===== config.mk =====
export PLATFORM = sky130hd
export DESIGN_NAME = pov_column_timing_top_flat
export DESIGN_NICKNAME = d
export VERILOG_FILES = /design/src/rtl/pct_pkg.sv /design/src/rtl/pct_in_if.sv /design/src/rtl/pct_out_if.sv /design/src/rtl/pov_column_timing_top.sv /design/src/rtl/pct_div.sv /design/src/rtl/pct_datapath.sv /design/src/rtl/pct_ctrl.sv /design/src/flat_wrapper.sv
export VERILOG_INCLUDE_DIRS = /design/src /design/src/rtl
export SDC_FILE = /design/constraint.sdc
export NUM_CORES = 1
export LEC_CHECK = 0
export CORE_UTILIZATION = 30
export CTS_CLUSTER_SIZE = 16
export DETAILED_ROUTE_END_ITERATION = 8
export DONT_BUFFER_PORTS = 1
export PLACE_DENSITY_LB_ADDON = 0.12
export SLEW_MARGIN = 20
export SYNTH_ARGS = -nofsm -noshare
export SYNTH_HDL_FRONTEND = slang
export SYNTH_HIERARCHICAL = 1
export SYNTH_SLANG_ARGS = --single-unit

===== constraint.sdc =====
create_clock -name clk_i -period 21.1 [get_ports clk_i]
set_input_delay 1.055 -clock clk_i [delete_from_list [all_inputs] [get_ports clk_i]]
set_output_delay 1.055 -clock clk_i [all_outputs]
set_load 0.01 [all_outputs]

===== src/rtl/pov_column_timing_top_assert.svh =====
// Assertion macros shared by the column timing RTL.
// Expects clk_i and rst_ni in the scope of the module that uses them.
`ifndef POV_COLUMN_TIMING_TOP_ASSERT_SVH
`define POV_COLUMN_TIMING_TOP_ASSERT_SVH

// Same-cycle implication
`define PCT_ASSERT(lbl, ante, cons) \
  lbl: assert property (@(posedge clk_i) disable iff (!rst_ni) (ante) |-> (cons)) \
    else $error("pov column timing: assertion failed");

// Next-cycle implication
`define PCT_ASSERT_NEXT(lbl, ante, cons) \
  lbl: assert property (@(posedge clk_i) disable iff (!rst_ni) (ante) |=> (cons)) \
    else $error("pov column timing: assertion failed");

`endif


===== src/rtl/pct_pkg.sv =====
// Shared types, constants and tables for the column timing block.
// No dependencies.
package pct_pkg;

  localparam int CNT_W     = 16;
  localparam int SLOT_W    = 4;
  localparam int DELAY_W   = 17;
  localparam int DEG_W     = 14;
  localparam int SPEED_W   = 16;
  localparam int OFFSET_W  = 12;
  localparam int CFG_W     = 16;
  localparam int CFG_IDX_W = 2;

  localparam int DIV_NUM_W = 26;
  localparam int DIV_DEN_W = 20;
  localparam int DIV_RADIX = 2;
  localparam int DIV_STEPS = DIV_NUM_W / DIV_RADIX;
  localparam int DIV_CNT_W = $clog2(DIV_STEPS);
  localparam int SDLY_W    = DIV_NUM_W + 2;

  localparam logic [DIV_NUM_W-1:0] SPEED_NUM = 26'd60000000;
  localparam logic [DIV_NUM_W-1:0] PA_NUM    = 26'd34600000;
  localparam logic [DIV_NUM_W-1:0] PB_NUM    = 26'd17600000;
  localparam logic [DIV_DEN_W-1:0] TICK_US   = 20'd13;
  localparam logic [8:0]           DEG_PER_REV = 9'd360;

  // floor(x/60) = (x * ceil(2^22/60)) >> 22, exact for any 16 bit x
  localparam logic [16:0] RECIP_60    = 17'd69906;
  localparam int          RECIP_60_SH = 22;
  localparam int          DEG_QUO_W   = 11;

  localparam logic [DELAY_W-1:0] DELAY_MAX = '1;
  localparam logic [DEG_W-1:0]   DEG_MAX   = '1;

  localparam logic [SLOT_W-1:0] COL_LAST   = 4'd13;
  localparam logic [SLOT_W-1:0] SLOT_START = 4'd14;

  localparam logic [SPEED_W-1:0]  LIMIT_RST    = 16'd2000;
  localparam logic [SPEED_W-1:0]  FALLBACK_RST = 16'd1617;
  localparam logic [OFFSET_W-1:0] OFFSET_RST   = 12'd690;

  localparam logic [CFG_IDX_W-1:0] CFG_SPEED_LIMIT    = 2'd0;
  localparam logic [CFG_IDX_W-1:0] CFG_SPEED_FALLBACK = 2'd1;
  localparam logic [CFG_IDX_W-1:0] CFG_START_OFFSET   = 2'd2;

  typedef enum logic [2:0] {
    ST_IDLE,
    ST_START,
    ST_RUN,
    ST_DEG,
    ST_UPD,
    ST_PUT
  } pct_state_e;

  typedef enum logic [2:0] {
    OP_SPEED,
    OP_DEG,
    OP_AVG,
    OP_COL,
    OP_PA,
    OP_PB
  } pct_op_e;

  typedef struct packed {
    logic              in_load;
    logic              div_start;
    logic              capture;
    logic              win_upd;
    logic              out_load;
    pct_op_e           op;
    logic [SLOT_W-1:0] col;
  } pct_cmd_t;

  typedef struct packed {
    logic div_done;
    logic out_free;
  } pct_sts_t;

  // Column numerators, c_i * 62500
  function automatic logic [DIV_NUM_W-1:0] col_k(input logic [SLOT_W-1:0] idx);
    logic [DIV_NUM_W-1:0] k;
    case (idx)
      4'd0:    k = 26'd1100000;
      4'd1:    k = 26'd1138125;
      4'd2:    k = 26'd1179375;
      4'd3:    k = 26'd1223125;
      4'd4:    k = 26'd1270625;
      4'd5:    k = 26'd1321875;
      4'd6:    k = 26'd1377500;
      4'd7:    k = 26'd1438125;
      4'd8:    k = 26'd1504375;
      4'd9:    k = 26'd1576875;
      4'd10:   k = 26'd1656875;
      4'd11:   k = 26'd1745625;
      4'd12:   k = 26'd1844375;
      4'd13:   k = 26'd1955625;
      default: k = '0;
    endcase
    return k;
  endfunction

  function automatic logic signed [4:0] col_off(input logic [SLOT_W-1:0] idx);
    logic signed [4:0] o;
    case (idx)
      4'd0:    o = 5'sd12;
      4'd1:    o = 5'sd3;
      4'd2:    o = 5'sd3;
      4'd3:    o = 5'sd3;
      4'd4:    o = 5'sd3;
      4'd5:    o = 5'sd3;
      4'd6:    o = 5'sd2;
      4'd7:    o = 5'sd1;
      4'd8:    o = 5'sd0;
      4'd9:    o = -5'sd2;
      4'd10:   o = -5'sd2;
      4'd11:   o = -5'sd4;
      4'd12:   o = -5'sd4;
      4'd13:   o = -5'sd4;
      default: o = 5'sd0;
    endcase
    return o;
  endfunction

  function automatic logic [DELAY_W-1:0] clamp_delay(input logic signed [SDLY_W-1:0] v);
    logic [DELAY_W-1:0] r;
    if (v < 0) begin
      r = '0;
    end else if (v > $signed({{(SDLY_W-DELAY_W){1'b0}}, DELAY_MAX})) begin
      r = DELAY_MAX;
    end else begin
      r = v[DELAY_W-1:0];
    end
    return r;
  endfunction

endpackage


===== src/rtl/pct_in_if.sv =====
// Capture channel: one revolution period per transaction.
// Depends on pct_pkg.
interface pct_in_if
  import pct_pkg::*;
();
  logic             valid;
  logic             ready;
  logic [CNT_W-1:0] capture_count;

  modport source (output valid, output capture_count, input ready);
  modport sink   (input valid, input capture_count, output ready);
endinterface


===== src/rtl/pct_out_if.sv =====
// Result channel: one column or start delay per transaction.
// Depends on pct_pkg.
interface pct_out_if
  import pct_pkg::*;
();
  logic               valid;
  logic               ready;
  logic [SLOT_W-1:0]  slot;
  logic [DELAY_W-1:0] delay_us;
  logic               last;

  modport source (output valid, output slot, output delay_us, output last, input ready);
  modport sink   (input valid, input slot, input delay_us, input last, output ready);
endinterface


===== src/rtl/pov_column_timing_top.sv =====
// Channel   Dir  Transaction
// cap_i     in   capture_count: one revolution period in 13 us ticks
// res_o     out  slot, delay_us, last: 14 column delays then the start delay
// cfg_*     in   write of speed_limit, speed_fallback or start_offset
//
// One revolution runs 18 divisions through a single radix-4 divider, along with
// the accept, degree, window update and 15 result writes.
// A new capture is taken once the start delay has been handed to the output
// register. Output back-pressure stalls the sequencer at each result.
// Reset clears the averaging window and restores the register defaults.
// Depends on pct_pkg, pct_in_if, pct_out_if, pct_ctrl and pct_datapath.
module pov_column_timing_top
  import pct_pkg::*;
#(
  parameter int WINDOW_LEN = 20
) (
  input  logic                 clk_i,
  input  logic                 rst_ni,
  pct_in_if.sink               cap_i,
  pct_out_if.source            res_o,
  input  logic                 cfg_we_i,
  input  logic [CFG_IDX_W-1:0] cfg_idx_i,
  input  logic [CFG_W-1:0]     cfg_data_i
);

  pct_cmd_t cmd;
  pct_sts_t sts;

  pct_ctrl u_ctrl (
    .clk_i      (clk_i),
    .rst_ni     (rst_ni),
    .in_valid_i (cap_i.valid),
    .in_ready_o (cap_i.ready),
    .sts_i      (sts),
    .cmd_o      (cmd)
  );

  pct_datapath #(
    .WINDOW_LEN (WINDOW_LEN)
  ) u_datapath (
    .clk_i       (clk_i),
    .rst_ni      (rst_ni),
    .cfg_we_i    (cfg_we_i),
    .cfg_idx_i   (cfg_idx_i),
    .cfg_data_i  (cfg_data_i),
    .cnt_i       (cap_i.capture_count),
    .cmd_i       (cmd),
    .sts_o       (sts),
    .out_ready_i (res_o.ready),
    .out_valid_o (res_o.valid),
    .slot_o      (res_o.slot),
    .delay_o     (res_o.delay_us),
    .last_o      (res_o.last)
  );

endmodule


===== src/rtl/pct_div.sv =====
// Shared unsigned restoring divider, two quotient bits per cycle.
// Depends on pct_pkg.
module pct_div
  import pct_pkg::*;
(
  input  logic                 clk_i,
  input  logic                 rst_ni,
  input  logic                 start_i,
  input  logic [DIV_NUM_W-1:0] num_i,
  input  logic [DIV_DEN_W-1:0] den_i,
  output logic                 busy_o,
  output logic                 done_o,
  output logic [DIV_NUM_W-1:0] quo_o
);

  logic [DIV_NUM_W-1:0] quo_q, quo_d;
  logic [DIV_DEN_W-1:0] rem_q, rem_d;
  logic [DIV_DEN_W-1:0] den_q;
  logic [DIV_CNT_W-1:0] step_q;
  logic                 busy_q, done_q;

  // quotient bits shift in as the dividend shifts out
  always_comb begin
    logic [DIV_DEN_W:0] trial;
    quo_d = quo_q;
    rem_d = rem_q;
    for (int k = 0; k < DIV_RADIX; k++) begin
      trial = {rem_d, quo_d[DIV_NUM_W-1]};
      quo_d = {quo_d[DIV_NUM_W-2:0], 1'b0};
      if (trial >= {1'b0, den_q}) begin
        trial    = trial - {1'b0, den_q};
        quo_d[0] = 1'b1;
      end
      rem_d = trial[DIV_DEN_W-1:0];
    end
  end

  always_ff @(posedge clk_i or negedge rst_ni) begin
    if (!rst_ni) begin
      busy_q <= 1'b0;
      done_q <= 1'b0;
      step_q <= '0;
    end else begin
      done_q <= 1'b0;
      if (start_i) begin
        busy_q <= 1'b1;
        step_q <= DIV_CNT_W'(DIV_STEPS - 1);
      end else if (busy_q) begin
        step_q <= step_q - 1'b1;
        if (step_q == '0) begin
          busy_q <= 1'b0;
          done_q <= 1'b1;
        end
      end
    end
  end

  always_ff @(posedge clk_i) begin
    if (start_i) begin
      quo_q <= num_i;
      rem_q <= '0;
      den_q <= den_i;
    end else if (busy_q) begin
      quo_q <= quo_d;
      rem_q <= rem_d;
    end
  end

  assign busy_o = busy_q;
  assign done_o = done_q;
  assign quo_o  = quo_q;

endmodule


===== src/rtl/pct_datapath.sv =====
// Datapath: config registers, speed and averaging window, operand selection,
// delay arithmetic and the output register. Depends on pct_pkg and pct_div.
`include "pov_column_timing_top_assert.svh"
module pct_datapath
  import pct_pkg::*;
#(
  parameter int WINDOW_LEN = 20
) (
  input  logic                 clk_i,
  input  logic                 rst_ni,
  input  logic                 cfg_we_i,
  input  logic [CFG_IDX_W-1:0] cfg_idx_i,
  input  logic [CFG_W-1:0]     cfg_data_i,
  input  logic [CNT_W-1:0]     cnt_i,
  input  pct_cmd_t             cmd_i,
  output pct_sts_t             sts_o,
  input  logic                 out_ready_i,
  output logic                 out_valid_o,
  output logic [SLOT_W-1:0]    slot_o,
  output logic [DELAY_W-1:0]   delay_o,
  output logic                 last_o
);

  localparam int PTR_W  = (WINDOW_LEN > 1) ? $clog2(WINDOW_LEN) : 1;
  localparam int FILL_W = $clog2(WINDOW_LEN + 1);
  localparam int SUM_W  = $clog2(WINDOW_LEN * (2 ** DEG_W - 1) + 1);

  logic [SPEED_W-1:0]  limit_q, fallback_q;
  logic [OFFSET_W-1:0] offset_q;

  logic [DEG_W-1:0]    win_q [WINDOW_LEN];
  logic [PTR_W-1:0]    pos_q;
  logic [FILL_W-1:0]   fill_q;
  logic [SUM_W-1:0]    sum_q;

  logic [CNT_W-1:0]     cnt_q;
  logic [SPEED_W-1:0]   speed_q;
  logic [DEG_W-1:0]     deg_q;
  logic [DEG_W-1:0]     avg_q;
  logic [DIV_NUM_W-1:0] pa_q;
  logic [DELAY_W-1:0]   res_q;

  logic                 out_valid_q;
  logic [SLOT_W-1:0]    slot_q;
  logic [DELAY_W-1:0]   delay_q;
  logic                 last_q;

  logic [DIV_NUM_W-1:0] num;
  logic [DIV_DEN_W-1:0] den;
  logic [DIV_NUM_W-1:0] quo;
  logic                 div_busy, div_done;
  logic [32:0]          spd_prod;
  logic [DEG_QUO_W-1:0] deg_quo;
  logic [19:0]          deg_prod;
  logic [DEG_W-1:0]     deg_sat;
  logic signed [4:0]    col_off_v;
  logic signed [SDLY_W-1:0] col_v, start_v;
  logic [DELAY_W-1:0]   col_dly, start_dly;
  logic [DIV_DEN_W-1:0] avg_den;

  assign avg_den = {{(DIV_DEN_W-DEG_W){1'b0}}, avg_q};

  always_comb begin
    case (cmd_i.op)
      OP_SPEED: begin
        num = SPEED_NUM;
        den = DIV_DEN_W'(cnt_q) * TICK_US;
      end
      OP_AVG: begin
        num = {{(DIV_NUM_W-SUM_W){1'b0}}, sum_q};
        den = {{(DIV_DEN_W-FILL_W){1'b0}}, fill_q};
      end
      OP_COL: begin
        num = col_k(cmd_i.col);
        den = avg_den;
      end
      OP_PA: begin
        num = PA_NUM;
        den = avg_den;
      end
      OP_PB: begin
        num = PB_NUM;
        den = avg_den;
      end
      default: begin
        num = '0;
        den = '0;
      end
    endcase
  end

  pct_div u_div (
    .clk_i   (clk_i),
    .rst_ni  (rst_ni),
    .start_i (cmd_i.div_start),
    .num_i   (num),
    .den_i   (den),
    .busy_o  (div_busy),
    .done_o  (div_done),
    .quo_o   (quo)
  );

  // speed/60 by reciprocal multiply; the quotient stays below 1093
  assign spd_prod = 33'(speed_q) * 33'(RECIP_60);
  assign deg_quo  = spd_prod[RECIP_60_SH +: DEG_QUO_W];
  assign deg_prod = 20'(deg_quo) * 20'(DEG_PER_REV);
  assign deg_sat  = (deg_prod > 20'(DEG_MAX)) ? DEG_MAX : deg_prod[DEG_W-1:0];

  assign col_off_v = col_off(cmd_i.col);
  assign col_v = $signed({2'b00, quo})
               + $signed({{(SDLY_W-5){col_off_v[4]}}, col_off_v});
  assign start_v = $signed({2'b00, pa_q})
                 - $signed({3'b000, quo[DIV_NUM_W-1:1]})
                 - $signed({{(SDLY_W-OFFSET_W){1'b0}}, offset_q});
  // zero average: the whole run saturates
  assign col_dly   = (avg_q == '0) ? DELAY_MAX : clamp_delay(col_v);
  assign start_dly = (avg_q == '0) ? DELAY_MAX : clamp_delay(start_v);

  always_ff @(posedge clk_i or negedge rst_ni) begin
    if (!rst_ni) begin
      limit_q    <= LIMIT_RST;
      fallback_q <= FALLBACK_RST;
      offset_q   <= OFFSET_RST;
    end else if (cfg_we_i) begin
      case (cfg_idx_i)
        CFG_SPEED_LIMIT:    limit_q    <= cfg_data_i[SPEED_W-1:0];
        CFG_SPEED_FALLBACK: fallback_q <= cfg_data_i[SPEED_W-1:0];
        CFG_START_OFFSET:   offset_q   <= cfg_data_i[OFFSET_W-1:0];
        default: ;
      endcase
    end
  end

  always_ff @(posedge clk_i or negedge rst_ni) begin
    if (!rst_ni) begin
      for (int i = 0; i < WINDOW_LEN; i++) begin
        win_q[i] <= '0;
      end
      pos_q  <= '0;
      fill_q <= '0;
      sum_q  <= '0;
    end else if (cmd_i.win_upd) begin
      win_q[pos_q] <= deg_q;
      sum_q        <= sum_q - SUM_W'(win_q[pos_q]) + SUM_W'(deg_q);
      pos_q        <= (pos_q == PTR_W'(WINDOW_LEN - 1)) ? '0 : pos_q + 1'b1;
      if (fill_q != FILL_W'(WINDOW_LEN)) begin
        fill_q <= fill_q + 1'b1;
      end
    end
  end

  always_ff @(posedge clk_i) begin
    if (cmd_i.in_load) begin
      cnt_q <= cnt_i;
    end
    if (cmd_i.capture) begin
      case (cmd_i.op)
        OP_SPEED: begin
          if (cnt_q == '0 || quo > {{(DIV_NUM_W-SPEED_W){1'b0}}, limit_q}) begin
            speed_q <= fallback_q;
          end else begin
            speed_q <= quo[SPEED_W-1:0];
          end
        end
        OP_DEG:  deg_q <= deg_sat;
        OP_AVG:  avg_q <= quo[DEG_W-1:0];
        OP_COL:  res_q <= col_dly;
        OP_PA:   pa_q  <= quo;
        OP_PB:   res_q <= start_dly;
        default: ;
      endcase
    end
  end

  always_ff @(posedge clk_i or negedge rst_ni) begin
    if (!rst_ni) begin
      out_valid_q <= 1'b0;
    end else if (cmd_i.out_load) begin
      out_valid_q <= 1'b1;
    end else if (out_ready_i) begin
      out_valid_q <= 1'b0;
    end
  end

  always_ff @(posedge clk_i) begin
    if (cmd_i.out_load) begin
      slot_q  <= (cmd_i.op == OP_PB) ? SLOT_START : cmd_i.col;
      delay_q <= res_q;
      last_q  <= (cmd_i.op == OP_PB);
    end
  end

  assign sts_o.div_done = div_done;
  assign sts_o.out_free = !out_valid_q || out_ready_i;

  assign out_valid_o = out_valid_q;
  assign slot_o      = slot_q;
  assign delay_o     = delay_q;
  assign last_o      = last_q;

  `PCT_ASSERT(fill_in_range, 1'b1, fill_q <= FILL_W'(WINDOW_LEN))
  `PCT_ASSERT(pos_in_range, 1'b1, {1'b0, pos_q} < (PTR_W + 1)'(WINDOW_LEN))
  `PCT_ASSERT(avg_den_nonzero, cmd_i.div_start && cmd_i.op == OP_AVG, fill_q != '0)
  `PCT_ASSERT_NEXT(div_runs_after_start, cmd_i.div_start, div_busy)

endmodule


===== src/rtl/pct_ctrl.sv =====
// Sequencer: steps one revolution through its divisions and result writes.
// Depends on pct_pkg.
`include "pov_column_timing_top_assert.svh"
module pct_ctrl
  import pct_pkg::*;
(
  input  logic     clk_i,
  input  logic     rst_ni,
  input  logic     in_valid_i,
  output logic     in_ready_o,
  input  pct_sts_t sts_i,
  output pct_cmd_t cmd_o
);

  pct_state_e        state_q, state_d;
  pct_op_e           op_q, op_d;
  logic [SLOT_W-1:0] col_q, col_d;

  always_comb begin
    state_d = state_q;
    op_d    = op_q;
    col_d   = col_q;
    case (state_q)
      ST_IDLE: begin
        if (in_valid_i) begin
          op_d    = OP_SPEED;
          state_d = ST_START;
        end
      end
      ST_START: state_d = ST_RUN;
      ST_RUN: begin
        if (sts_i.div_done) begin
          case (op_q)
            OP_SPEED: begin
              op_d    = OP_DEG;
              state_d = ST_DEG;
            end
            OP_AVG: begin
              op_d    = OP_COL;
              col_d   = '0;
              state_d = ST_START;
            end
            OP_PA: begin
              op_d    = OP_PB;
              state_d = ST_START;
            end
            OP_COL, OP_PB: state_d = ST_PUT;
            default: state_d = ST_IDLE;
          endcase
        end
      end
      ST_DEG: state_d = ST_UPD;
      ST_UPD: begin
        op_d    = OP_AVG;
        state_d = ST_START;
      end
      ST_PUT: begin
        if (sts_i.out_free) begin
          if (op_q == OP_PB) begin
            state_d = ST_IDLE;
          end else if (col_q == COL_LAST) begin
            op_d    = OP_PA;
            state_d = ST_START;
          end else begin
            col_d   = col_q + 1'b1;
            state_d = ST_START;
          end
        end
      end
      default: state_d = ST_IDLE;
    endcase
  end

  always_comb begin
    in_ready_o        = (state_q == ST_IDLE);
    cmd_o.in_load     = (state_q == ST_IDLE) && in_valid_i;
    cmd_o.div_start   = (state_q == ST_START);
    cmd_o.capture     = ((state_q == ST_RUN) && sts_i.div_done) || (state_q == ST_DEG);
    cmd_o.win_upd     = (state_q == ST_UPD);
    cmd_o.out_load    = (state_q == ST_PUT) && sts_i.out_free;
    cmd_o.op          = op_q;
    cmd_o.col         = col_q;
  end

  always_ff @(posedge clk_i or negedge rst_ni) begin
    if (!rst_ni) begin
      state_q <= ST_IDLE;
      op_q    <= OP_SPEED;
      col_q   <= '0;
    end else begin
      state_q <= state_d;
      op_q    <= op_d;
      col_q   <= col_d;
    end
  end

  `PCT_ASSERT(load_only_when_free, cmd_o.out_load, sts_i.out_free)
  `PCT_ASSERT(col_in_range, 1'b1, col_q <= COL_LAST)

endmodule


===== src/flat_wrapper.sv =====
// flat-port wrapper written by rule: the top's interface ports become plain ports
module pov_column_timing_top_flat import pct_pkg::*;
#(
  parameter int WINDOW_LEN = 20
)
  (clk_i, rst_ni, cfg_we_i, cfg_idx_i, cfg_data_i, cap_i_valid, cap_i_capture_count, cap_i_ready, res_o_valid, res_o_slot, res_o_delay_us, res_o_last, res_o_ready);
  pct_in_if cap_i_i ();
  pct_out_if res_o_i ();
  input  logic clk_i;
  input  logic rst_ni;
  input  logic cfg_we_i;
  input  logic [CFG_IDX_W-1:0] cfg_idx_i;
  input  logic [CFG_W-1:0] cfg_data_i;
  input wire logic [$bits(cap_i_i.valid)-1:0] cap_i_valid;
  input wire logic [$bits(cap_i_i.capture_count)-1:0] cap_i_capture_count;
  output wire logic [$bits(cap_i_i.ready)-1:0] cap_i_ready;
  output wire logic [$bits(res_o_i.valid)-1:0] res_o_valid;
  output wire logic [$bits(res_o_i.slot)-1:0] res_o_slot;
  output wire logic [$bits(res_o_i.delay_us)-1:0] res_o_delay_us;
  output wire logic [$bits(res_o_i.last)-1:0] res_o_last;
  input wire logic [$bits(res_o_i.ready)-1:0] res_o_ready;
  assign cap_i_i.valid = cap_i_valid;
  assign cap_i_i.capture_count = cap_i_capture_count;
  assign cap_i_ready = cap_i_i.ready;
  assign res_o_valid = res_o_i.valid;
  assign res_o_slot = res_o_i.slot;
  assign res_o_delay_us = res_o_i.delay_us;
  assign res_o_last = res_o_i.last;
  assign res_o_i.ready = res_o_ready;
  pov_column_timing_top #(.WINDOW_LEN(WINDOW_LEN)) u_core (.clk_i(clk_i), .rst_ni(rst_ni), .cap_i(cap_i_i), .res_o(res_o_i), .cfg_we_i(cfg_we_i), .cfg_idx_i(cfg_idx_i), .cfg_data_i(cfg_data_i));
endmodule

# Word level (Yosys, flattened, before mapping)

Memory sizes are Yosys's and may differ from the RTL's.
Cells that the tools add are included.

Add/sub/neg operators: 11
$mul: 3
$lt $le $gt $ge: 10
Equal/unequal tests: 23
Multiplexer cells: 53
Bitwise gates (word level): 1
Reduce and logical (&&, ||, !) cells: 34

Operators with widths:

| kind                                                                          | count |
|---|---|
| 280-bit bitwise mux                                                           | 1 |
| 26-bit case mux with 5 select lines                                           | 1 |
| 17-bit 2-to-1 mux                                                             | 6 |
| 14-bit binary-select mux with 5-bit select                                    | 1 |
| 14-bit demux with 5-bit select                                                | 1 |
| 20-bit case mux with 3 select lines                                           | 1 |
| 28-bit by 18-bit > comparator with 1-bit output, second input constant        | 2 |
| 28-bit by 1-bit less-than comparator with 1-bit output, second input constant | 2 |
| 26-bit 2-to-1 mux                                                             | 2 |
| 21-bit by 20-bit >= comparator with 1-bit output                              | 2 |
| 14-bit 2-to-1 mux                                                             | 3 |
| 20-bit 2-to-1 mux                                                             | 2 |
| 20-bit subtractor                                                             | 2 |
| 17-bit case mux with 2 select lines                                           | 1 |
| 16-bit by 16-bit multiplier with 32-bit output, second input constant         | 1 |
| 27-bit by 5-bit adder with 28-bit output                                      | 1 |
| 4-bit 2-to-1 mux                                                              | 7 |
| 27-bit by 13-bit subtractor with 28-bit output                                | 1 |
| 3-bit 2-to-1 mux                                                              | 9 |
| 26-bit by 25-bit subtractor with 27-bit output                                | 1 |
| 26-bit by 16-bit > comparator with 1-bit output                               | 1 |
| 20-bit by 14-bit > comparator with 1-bit output, second input constant        | 1 |
| 16-bit by 4-bit multiplier with 20-bit output, second input constant          | 1 |
| 19-bit by 14-bit adder with 19-bit output                                     | 1 |
| 42 further kinds                                                              | 84 |

Flip-flop bits (word level): 561
ROM bits: 416
Input bits: 39
Output and inout port bits: 24
Word-level logic and storage cells: 183
Memories: 2

Memory list:

| memory           | depth | bits a word | rd ports | clocked after Yosys merged registers in | wr ports | line           | RTL |
|---|---|---|---|---|---|---|---|
| (name not given) | 16    | 21          | 1        | 0                                       | 0        | pct_pkg.sv:82  | `case (idx)` |
| (name not given) | 16    | 5           | 1        | 0                                       | 0        | pct_pkg.sv:104 | `case (idx)` |

# Depth between registers and ports, before layout

Gate-level depths: netlist of the first run.

Word-level depth: 7
Depth in mapped cells: 37
Depth with buffers taken out: 36

# By module

The synthesis of the first run kept the hierarchy.

Modules (own cells, without submodules):

| module       | times used | cells an instance | area each (µm²) |
|---|---|---|---|
| pct_datapath | 1          | 2850              | 29300.6 |
| pct_div      | 1          | 545               | 5358.9 |
| pct_ctrl     | 1          | 80                | 762.0 |

# Worst setup path after synthesis of the first run

No wires, ideal clock.

Kind: register to register
Start: register u_core.u_datapath.speed_q[6]
End: register u_core.u_datapath.deg_q[5], data pin
Setup time: 262 ps
Arrival time: 8168 ps
Required time: 20838 ps
Path slack: 12669 ps
Cell stages (with the launch flop): 36
Cells stage by stage: edfxtp_1 > ha_1 > fa_1 > inv_1 > fa_1 > inv_1 > ha_1 > ha_1 > ha_1 > a21o_1 > a21o_1 > a21oi_1 > o21ai_0 > a211oi_1 > o31ai_1 > a21oi_1 > nor2b_1 > a21o_1 > a21oi_1 > xnor2_1 > ha_1 > inv_1 > fa_1 > fa_1 > inv_1 > ha_1 > a21oi_1 > o21bai_1 > a21oi_1 > o21ai_0 > o21a_1 > or3_1 > o21ai_0 > nand3_1 > clkbuf_1 > or2_2

Longest elaborated chain between the ends: 3

Ends and longest elaborated chain:

| element                                          | line                | RTL |
|---|---|---|
| start, declared                                  | pct_datapath.sv:37  | `logic [SPEED_W-1:0] speed_q;` |
| start signal, assigned                           | pct_datapath.sv:160 | `speed_q <= fallback_q;` |
| start signal, assigned                           | pct_datapath.sv:162 | `speed_q <= quo[SPEED_W-1:0];` |
| 16-bit by 16-bit multiplier with 32-bit output * | pct_datapath.sv:104 | `assign spd_prod = 33'(speed_q) * 33'(RECIP_60);` |
| 11-bit by 6-bit multiplier with 17-bit output *  | pct_datapath.sv:106 | `assign deg_prod = 20'(deg_quo) * 20'(DEG_PER_REV);` |
| 20-bit by 14-bit > comparator with 1-bit output  | pct_datapath.sv:107 | `assign deg_sat = (deg_prod > 20'(DEG_MAX)) ? DEG_MAX : deg_prod[DEG_W-1:0];` |
| end signal, assigned                             | pct_datapath.sv:165 | `OP_DEG: deg_q <= deg_sat;` |
| end, declared                                    | pct_datapath.sv:38  | `logic [DEG_W-1:0] deg_q;` |

Every way passes the cells marked *; elsewhere a longest branch is shown, timed or not.
A chain may end at the register's enable or synchronous reset.

# Final worst setup path of the first run

Start: register u_core.u_datapath.speed_q[6]
End: register u_core.u_datapath.deg_q[7], data pin

The elaborated chain is that of the path after synthesis.

==> results of run 1 <==
-- flip-flops by register name, summed over array words and instances (netlist names), 4 cells and up --
name / cells
u_core/u_datapath/res_q: 17
u_core/u_datapath/limit_q: 16
u_core/u_datapath/avg_q: 14
u_core/u_datapath/u_div/den_q: 20
u_core/u_datapath/win_q: 240
u_core/u_datapath/delay_o: 17
u_core/u_datapath/fill_q: 5
u_core/u_datapath/cnt_q: 16
u_core/u_datapath/speed_q: 16
u_core/u_datapath/offset_q: 12
u_core/u_datapath/u_div/quo_o: 26
u_core/u_datapath/deg_q: 12
u_core/u_datapath/slot_o: 4
u_core/u_ctrl/col_q: 4
u_core/u_datapath/u_div/rem_q: 20
u_core/u_datapath/sum_q: 19
u_core/u_datapath/pa_q: 26
u_core/u_datapath/fallback_q: 16
u_core/u_datapath/u_div/step_q: 4
u_core/u_datapath/pos_q: 5
-- worst min-delay path by stage --
stage	startpoint	to	slack [ns]	cells past startpoint
floorplan	u_core/u_datapath/res_q[0]$_DFFE_PP_	u_core/u_datapath/delay_o[0]$_DFFE_PP_	0.40	0
global placement	u_core/u_datapath/res_q[14]$_DFFE_PP_	u_core/u_datapath/delay_o[14]$_DFFE_PP_	0.40	0
detailed placement	u_core/u_datapath/res_q[13]$_DFFE_PP_	u_core/u_datapath/delay_o[13]$_DFFE_PP_	0.40	0
CTS	rst_ni	u_core/u_datapath/win_q[33]$_DFFE_PN0P_	0.11	0
global route	rst_ni	u_core/u_datapath/win_q[33]$_DFFE_PN0P_	0.10	0
finish	rst_ni	u_core/u_datapath/win_q[33]$_DFFE_PN0P_	0.15	0
-- stage by stage --
step                      hold slack (ns)  instance area, um2  std cells
final                              0.1477               39470       5025
after global routing               0.1019               39470       5024
after CTS                          0.1094               39440       5024
after detailed placement           0.4045               37040       4898
after global placement             0.4026               37040       4898
after floorplan                    0.4003               35430       3476
-- metal layers --
layer,wire [um],up-vias,global-route usage
li1,-,12390,-
met1,47360,12140,0.2268
met4,2273,0,0.04499
met3,2455,121,0.01840
met5,0,-,0
met2,45120,333,0.2661
-- logic make-up (layout without fill, tap and decap cells) --
group / after synthesis / count (layout) / synth area share
DFF: 519 / 519 / 0.3883
muxes: 284 / 284 / 0.1080
other: 1 / 3 / 0.0001059
xor gates and xnor gates: 127 / 127 / 0.03140
buffers and inverters: 499 / 523 / 0.05631
and+or+nand+nor: 816 / 816 / 0.1108
adders and majority gates: 393 / 393 / 0.1530
AOI/OAI and AO/OA: 836 / 836 / 0.1521
-- cells in the mapped netlist (all sizes together) (55+ instances only) --
library cell | count | area (um2)
a21oi | 143 | 719.4
clkbuf | 101 | 379.1
dfrtp | 314 | 7858
edfxtp | 169 | 5075
fa | 67 | 1341
ha | 326 | 4079
inv | 361 | 1355
mux2 | 182 | 2053
mux4 | 60 | 1351
nand2 | 328 | 1234
nand3 | 55 | 280.3
nor2 | 164 | 615.6
o21ai | 331 | 1664
xnor2 | 95 | 832.1
-- critical path, delay by kind of cell, from the launching register on --
| family | cells | cell delay [ns] |
|---|---|---|
| fa+ha+maj | 10 | 3.91 |
| xor+xnor | 1 | 0.19 |
| compound gates | 15 | 3.21 |
| flops | 1 | 0.43 |
| simple gates | 4 | 1.17 |
| buf+inv | 4 | 0.27 |
-- cell type report --
class                   count  area [um2]
flip-flops and latches    519       13760
clock inverters            32       425.4
inverters                 361        1355
clock buffers              94        1972
fillers                 11930       77200
multi-input cells        2458       19780
repair buffers             36       270.3
diodes                      1       2.502
well taps                1524        1907
-- layout by cell type, fill, tap and decap left out, types with 37 or more instances in the layout --
cell type | synthesis | final
a21o_1 | 48 | 48
a21oi_1 | 142 | 142
clkbuf_16 | 0 | 70
dfrtp_1 | 314 | 311
edfxtp_1 | 169 | 169
fa_1 | 67 | 67
ha_1 | 326 | 326
inv_1 | 361 | 360
mux2_2 | 181 | 181
mux2i_1 | 42 | 42
mux4_2 | 60 | 60
nand2_1 | 327 | 327
nand2b_1 | 37 | 37
nand3_1 | 54 | 51
nor2_1 | 164 | 157
nor3_1 | 42 | 40
o21a_1 | 39 | 39
o21ai_0 | 322 | 322
xnor2_1 | 95 | 95
==> impl_metrics.json, run 1 <==
{
  "status": "completed",
  "synth_ff_type": "dfrtp_1",
  "r2r_cells": 34,
  "grt_use_total": 0.1628,
  "io_buffers": 0,
  "r2r_start": "u_core/u_datapath/speed_q[6]$_DFFE_PP_",
  "path_class": "flip-flop to flip-flop",
  "routed-via-count": 24990,
  "io_pins": 63,
  "clock_sinks": 519,
  "drtPass1Iterations": 7,
  "rows": 125,
  "slew_violations": 0,
  "cts_hold_buf": 0,
  "timing.final.crit_share": 0.4480,
  "syn-instance-count": 3475,
  "tns_ns": 0,
  "ys_ff_latch": 519,
  "numCtsBuffers": 69,
  "die_y_um": 345.6,
  "htreeDepth": 3,
  "clkLatencyLatePin_ns": 0.64,
  "cp_slowest_cell": "fa_1",
  "routed_wl_um": 97220,
  "post_cts_buffers": 0,
  "crit_arrival_ns": 9.82,
  "drt.antenna.violating_nets": 0,
  "die-area_um2": 119500,
  "end_kind": "flip-flop",
  "syn2layout_area_growth_pct": 11.43,
  "clk_pin_slew_worst_paths_ns": 0.07,
  "fin_util": 0.3383,
  "initial_core_util": 0.3036,
  "wire_per_inst_um": 19.35,
  "grt_pass1_vias": 25330,
  "cts_tree": "built",
  "crit_required_ns": 21.47,
  "cts_resized": 0,
  "clock.fmax_mhz": 105.8,
  "skew_ns": 0.01976,
  "synth_warnings": 6,
  "core_um2": 116700,
  "clock_path_buffers": 3,
  "via_per_inst": 4.972,
  "dp_slack_ns": 11.64,
  "crit_path_max_fanout": 12,
  "rsz0062_at_grt": "false",
  "setup_viol": 0,
  "ys_types": 107,
  "critical_path.startpoint_type": "flip-flop",
  "setup_ws_ns": 11.65,
  "overflow": 0,
  "hold_path.class": "input pin to asynchronous set/reset pin",
  "avgSynthCellArea_um2": 10.19,
  "routabilityCongestion": 0.8343,
  "fin_crit_ns": 9.453,
  "grt_max_degree": 331,
  "ys_seq_area_frac": 0.3883,
  "drt_iter0_drc": 1485,
  "nets": 3877,
  "drive_above_1_share": 0.1417,
  "antenna_found_initial": 2,
  "synth_edf_count": 169,
  "root_buffer": "clkbuf_16",
  "grt_pass1_wl_um": 152700,
  "slew-limit-headroom": 0.2944,
  "cpMostUsedCell": "ha_1",
  "dp_hpwl_um": 71110,
  "dieWidth_um": 345.6,
  "rrSetupSlack_ns": 11.65,
  "crit_path_end": "u_core/u_datapath/deg_q[7]$_SDFFCE_PP1P_",
  "critPathLaunch": "u_core/u_datapath/speed_q[6]$_DFFE_PP_",
  "drc": 0,
  "cap_violations": 0,
  "slowest_delay_ns": 0.60,
  "ys_async_sr_fraction": 0.6358,
  "r2r_end": "u_core/u_datapath/deg_q[7]$_SDFFCE_PP1P_",
  "worst_slew_pin_slew_ns": 1.058,
  "netlist_area_um2": 35420,
  "hold_viol": 0
}
Power of run 1 is left out: the tool's default activity adds up to more than one toggle a clock period on the data nets, which glitch-free logic cannot reach.
==> run 2, diff against run 1 <==
==> constraint.sdc (replaced) <==
create_clock -name clk_i -period 9.58 [get_ports clk_i]
set_input_delay 0.479 -clock clk_i [delete_from_list [all_inputs] [get_ports clk_i]]
set_output_delay 0.479 -clock clk_i [all_outputs]
set_load 0.01 [all_outputs]
==> run 2 against run 1 <==
Core utilization increased by 0.20 points. Worst setup slack got worse by 11 ns. Via count increased by 0.38%. Final cell count increased by 0.64%. Clock skew increased by 0.019 ns. Maximum frequency increased by 6.7%. Wire length increased by 0.24%. Clock-buffer cell count decreased by 3. Flip-flop and latch count unchanged. Critical path depth unchanged. Register-to-register slack got worse by 11 ns. Hold slack improved by 0.12 ns. Critical endpoint is now u_core/u_datapath/deg_q[6]$_SDFFCE_PP1P_. Largest cell class unchanged. Highest routed layer unchanged.
==> impl_metrics.json, run 2 (synthesis gave the netlist of run 1 again) <==
{
  "hold_viol": 0,
  "setup_viol": 0,
  "die-area_um2": 119500,
  "crit_family": "adder cells",
  "final_cell_mix": "inv_1, nand2_1, ha_1",
  "r2r_start": "u_core/u_datapath/speed_q[6]$_DFFE_PP_",
  "hold_path.class": "input pin to flip-flop",
  "grt_pass1_vias": 25570,
  "htreeDepth": 3,
  "placed_area_um2": 37060,
  "cts_tree": "built",
  "rsz0062_at_grt": "false",
  "final_common_cell": "inv_1",
  "post-route-cell-area_um2": 39710,
  "rows": 125,
  "tns_ns": 0,
  "drtPass1Iterations": 6,
  "die_y_um": 345.6,
  "clk_pin_slew_worst_paths_ns": 0.06,
  "grt_pass1_wl_um": 153400,
  "routed-via-count": 25080,
  "overflow": 0,
  "drt.antenna.violating_nets": 0,
  "worst_hold_slack_ns": 0.2671,
  "timing.final.crit_share": 0.9247,
  "skew_ns": 0.03922,
  "cpMostUsedCell": "ha_1",
  "path_class": "flip-flop to flip-flop",
  "slew-limit-headroom": 0.2212,
  "dieWidth_um": 345.6,
  "io_buffers": 0,
  "root_buffer": "clkbuf_16",
  "routed_wl_um": 97460,
  "regMostFlops": "u_core/u_datapath/win_q",
  "dp_hpwl_um": 71220,
  "core_um2": 116700,
  "numCtsBuffers": 67,
  "syn2layout_area_growth_pct": 12.09,
  "critPathLaunch": "u_core/u_datapath/speed_q[6]$_DFFE_PP_",
  "grt_use_total": 0.1633,
  "crit_arrival_ns": 9.21,
  "slew_violations": 0,
  "fin_util": 0.3403,
  "post_cts_buffers": 0,
  "io_pins": 63,
  "path_buf_inv": 4,
  "min_from": "cfg_idx_i[1]",
  "grt_max_degree": 331,
  "drive_above_1_share": 0.1390,
  "clkLatencyLatePin_ns": 0.64,
  "drc": 0,
  "antenna_found_initial": 2,
  "clock_path_buffers": 3,
  "status": "completed",
  "cap_violations": 0,
  "crit_required_ns": 9.94,
  "cp_slowest_cell": "fa_1",
  "clock.fmax_mhz": 112.9,
  "critical_path.startpoint_type": "flip-flop",
  "initial_core_util": 0.3036,
  "fin_crit_ns": 8.859,
  "routabilityCongestion": 0.8282,
  "via_per_inst": 4.959,
  "slowest_delay_ns": 0.59,
  "crit_path_max_fanout": 12,
  "fill_cells": 11990,
  "drt_iter0_drc": 1508,
  "end_kind": "flip-flop",
  "largest_register_ffs": 240,
  "clock_sinks": 519,
  "rrSetupSlack_ns": 0.72,
  "worst_slew_pin_slew_ns": 1.139,
  "nets": 3913,
  "wire_per_inst_um": 19.27
}
[run 2: final timing paths]
| check | endpoint | depth (start not counted) |
|---|---|---|
| worst max register to register | u_core/u_datapath/deg_q[6]$_SDFFCE_PP1P_ | 34 |
| worst min register to register | u_core/u_datapath/delay_o[6]$_DFFE_PP_ | 0 |
| max in group asynchronous | u_core/u_datapath/offset_q[0]$_DFFE_PN0P_ | 4 |
| worst min-delay path | u_core/u_datapath/limit_q[4]$_DFFE_PN1P_ | 4 |
| worst max-delay path | u_core/u_datapath/deg_q[6]$_SDFFCE_PP1P_ | 34 |
| min in group asynchronous | u_core/u_datapath/pos_q[0]$_DFFE_PN0P_ | 2 |
[run 2: area by class of cell]
class | instances | area, um2 | share of cell area
antenna | 1 | 2.502 | 0.00006302
tap | 1524 | 1907 | 0.04802
clock buffer | 91 | 1879 | 0.04733
timing repair buffer | 74 | 698.2 | 0.01758
sequential | 519 | 13760 | 0.3465
clock inverter | 29 | 306.5 | 0.007720
inverter | 361 | 1355 | 0.03413
multi-input combinational | 2458 | 19800 | 0.4986
[run 2: metrics by stage]
step           setup slack (ns)  instances
6_report                 0.7213       5057
4_1_cts                  0.1637       5053
5_1_grt                 0.05854       5056
2_1_floorplan             1.149       3476
3_3_place_gp             0.2432       4900
3_5_place_dp             0.2368       4900
[run 2: layer usage]
| layer | part of all wire | wire, um | vias up | GRT usage |
|---|---|---|---|---|
| li1 | - | - | 12430 | - |
| met1 | 0.49 | 47350 | 12200 | 0.2272 |
| met2 | 0.47 | 45400 | 331 | 0.2673 |
| met3 | 0.027 | 2616 | 113 | 0.01888 |
| met4 | 0.021 | 2092 | 0 | 0.04372 |
| met5 | 0 | 0 | - | 0 |
[run 2: tightest hold or removal path, delay by kind of cell]
kind / cells / cell delay (ns)
AO/OA/AOI/OAI: 1 / 0.07
AND/OR/NAND/NOR: 2 / 0.11
buffers and inverters: 1 / 0.22
[run 2: timing repair]
item / CTS / global route
hold endpoints to repair: 390 / 70
gates resized for setup: 0 / 5
hold buffers: 33 / 1
endpoints found under the setup margin: 0 / 12
Power of run 2 is left out for the same reason.
==> run 3, diff against run 2 <==
--- a/config.mk
+++ b/config.mk
@@ -6,7 +6,7 @@
 export SDC_FILE = /design/constraint.sdc
 export NUM_CORES = 1
 export LEC_CHECK = 0
-export CORE_UTILIZATION = 30
+export CORE_UTILIZATION = 48
 export CTS_CLUSTER_SIZE = 16
 export DETAILED_ROUTE_END_ITERATION = 8
 export DONT_BUFFER_PORTS = 1
==> run 3 against run 2 <==
Clock-buffer cell count down 16. Via count is 1.7% higher. Hold slack got worse by 0.0069 ns. Sequential share of layout area rose by 0.88 points. Wire length decreased by 8.1%. Non-clock buffer count fell by 9. Worst setup slack lost 0.086 ns. Maximum frequency fell by 0.96%. Global-route usage up 7.9 points. Die area down 37%. Core utilization increased by 19 points.
==> impl_metrics.json, run 3 (synthesis gave the netlist of run 1 again) <==
{
  "status": "completed",
  "io_pins": 63,
  "dp_hpwl_um": 65400,
  "crit_required_ns": 9.95,
  "fill_cells": 6498,
  "htreeDepth": 2,
  "wire_per_inst_um": 20.02,
  "routed-via-count": 25510,
  "hold_viol": 0,
  "largest_register_ffs": 240,
  "rsz0062_at_grt": "false",
  "path_depth": 36,
  "path_buf_inv": 5,
  "routed_wl_um": 89580,
  "cap_violations": 0,
  "core_um2": 72960,
  "nets": 3896,
  "drt_iter0_drc": 1575,
  "hold_depth": 4,
  "grt_max_degree": 331,
  "tns_ns": 0,
  "cpMostUsedCell": "ha_1",
  "antenna_found_initial": 1,
  "clk_pin_slew_worst_paths_ns": 0.06,
  "io_buffers": 0,
  "cts_tree": "built",
  "final_common_cell": "inv_1",
  "clock_sinks": 519,
  "setup_viol": 0,
  "die-area_um2": 74880,
  "via_per_inst": 5.702,
  "grt_use_total": 0.2423,
  "die_y_um": 273.7,
  "rows": 99,
  "numCtsBuffers": 59,
  "cp_slowest_cell": "fa_1",
  "hold_path.class": "input pin to flip-flop",
  "regMostFlops": "u_core/u_datapath/win_q",
  "slew-limit-headroom": 0.2459,
  "initial_core_util": 0.4855,
  "timing.final.crit_share": 0.9336,
  "overflow": 0,
  "skew_ns": 0.02480,
  "root_buffer": "clkbuf_16",
  "crit_family": "adder cells",
  "rrSetupSlack_ns": 0.64,
  "crit_arrival_ns": 9.31,
  "syn2layout_area_growth_pct": 9.311,
  "final_cell_mix": "inv_1, nand2_1, ha_1",
  "drt.antenna.violating_nets": 0,
  "dieWidth_um": 273.7,
  "end_kind": "flip-flop",
  "drc": 0,
  "grt_pass1_wl_um": 144400,
  "routabilityCongestion": 0.9133,
  "clkLatencyLatePin_ns": 0.64,
  "slowest_delay_ns": 0.58,
  "post_cts_buffers": 0,
  "worst_slew_pin_slew_ns": 1.125,
  "path_class": "flip-flop to flip-flop",
  "drtPass1Iterations": 5,
  "grt_pass1_vias": 26160,
  "critical_path.startpoint_type": "flip-flop",
  "crit_path_max_fanout": 12,
  "slew_violations": 0,
  "fin_crit_ns": 8.944,
  "clock_path_buffers": 3,
  "clock.fmax_mhz": 111.8,
  "drive_above_1_share": 0.1355,
  "r2r_cells": 36
}
## run 3: cell count changes in the layout (fill, tap and decap cells not counted), sizes merged
cell,before,now
clkbuf,91,75
clkinvlp,6,4
bufinv,4,5
clkinv,15,23
buf,41,32
## run 3: path summary, 6_finish.rpt
check / end / from
worst max-delay path: u_core/u_datapath/deg_q[5]$_SDFFCE_PP1P_ / u_core/u_datapath/speed_q[6]$_DFFE_PP_
worst min-delay path: u_core/u_datapath/limit_q[7]$_DFFE_PN1P_ / cfg_idx_i[1]
worst max register to register: u_core/u_datapath/deg_q[5]$_SDFFCE_PP1P_ / u_core/u_datapath/speed_q[6]$_DFFE_PP_
worst min register to register: u_core/u_datapath/delay_o[11]$_DFFE_PP_ / u_core/u_datapath/res_q[11]$_DFFE_PP_
max in group asynchronous: u_core/u_datapath/win_q[68]$_DFFE_PN0P_ / rst_ni
min in group asynchronous: u_core/u_datapath/offset_q[3]$_DFFE_PN0P_ / rst_ni
## run 3: worst reg2reg max path, delay by kind of cell (launching register included)
kind / cells / cell delay (ns)
compound gates: 17 / 3.12
fa+ha+maj: 10 / 3.91
simple gates: 3 / 0.68
buf+inv: 5 / 0.34
flops: 1 / 0.43
xor+xnor: 1 / 0.20
## run 3: timing repair
item | 4_1_cts | 5_1_grt
endpoints found under the hold margin | 390 | 39
endpoints found under the setup margin | 0 | 12
hold buffers | 33 | 1
resized for setup | 0 | 5
## run 3: layout make-up
class                      instances  area [um2]  area share
antenna                            1       2.502  0.00006463
clock buffer                      75        1637     0.04227
clock inverter                    36       367.9    0.009500
inverter                         361        1355     0.03500
multi-input combinational       2458       19770      0.5106
sequential                       519       13760      0.3553
tap                              959        1200     0.03099
timing repair buffer              65       630.6     0.01629
## run 3: through the flow
step	hold slack, ns	worst slack (ns)	instance area [um2]	util	cells
2_1_floorplan	0.1834	1.149	35430	-	3476
3_3_place_gp	0.1926	0.4908	36260	0.4970	4326
3_5_place_dp	0.1919	0.2813	36260	0.4970	4326
4_1_cts	0.07812	0.2451	38610	0.5292	4470
5_1_grt	0.2420	0.01670	38720	0.5307	4474
6_report	0.2603	0.6357	38720	0.5307	4474
## run 3: layer usage
metal,vias to the layer above,wire length [um],track usage
met5,-,0,0
met4,0,2147,0.06895
met3,110,3000,0.02289
met2,477,43000,0.4066
met1,12540,41430,0.3328
li1,12380,-,-
Power of run 3 is left out for the same reason.
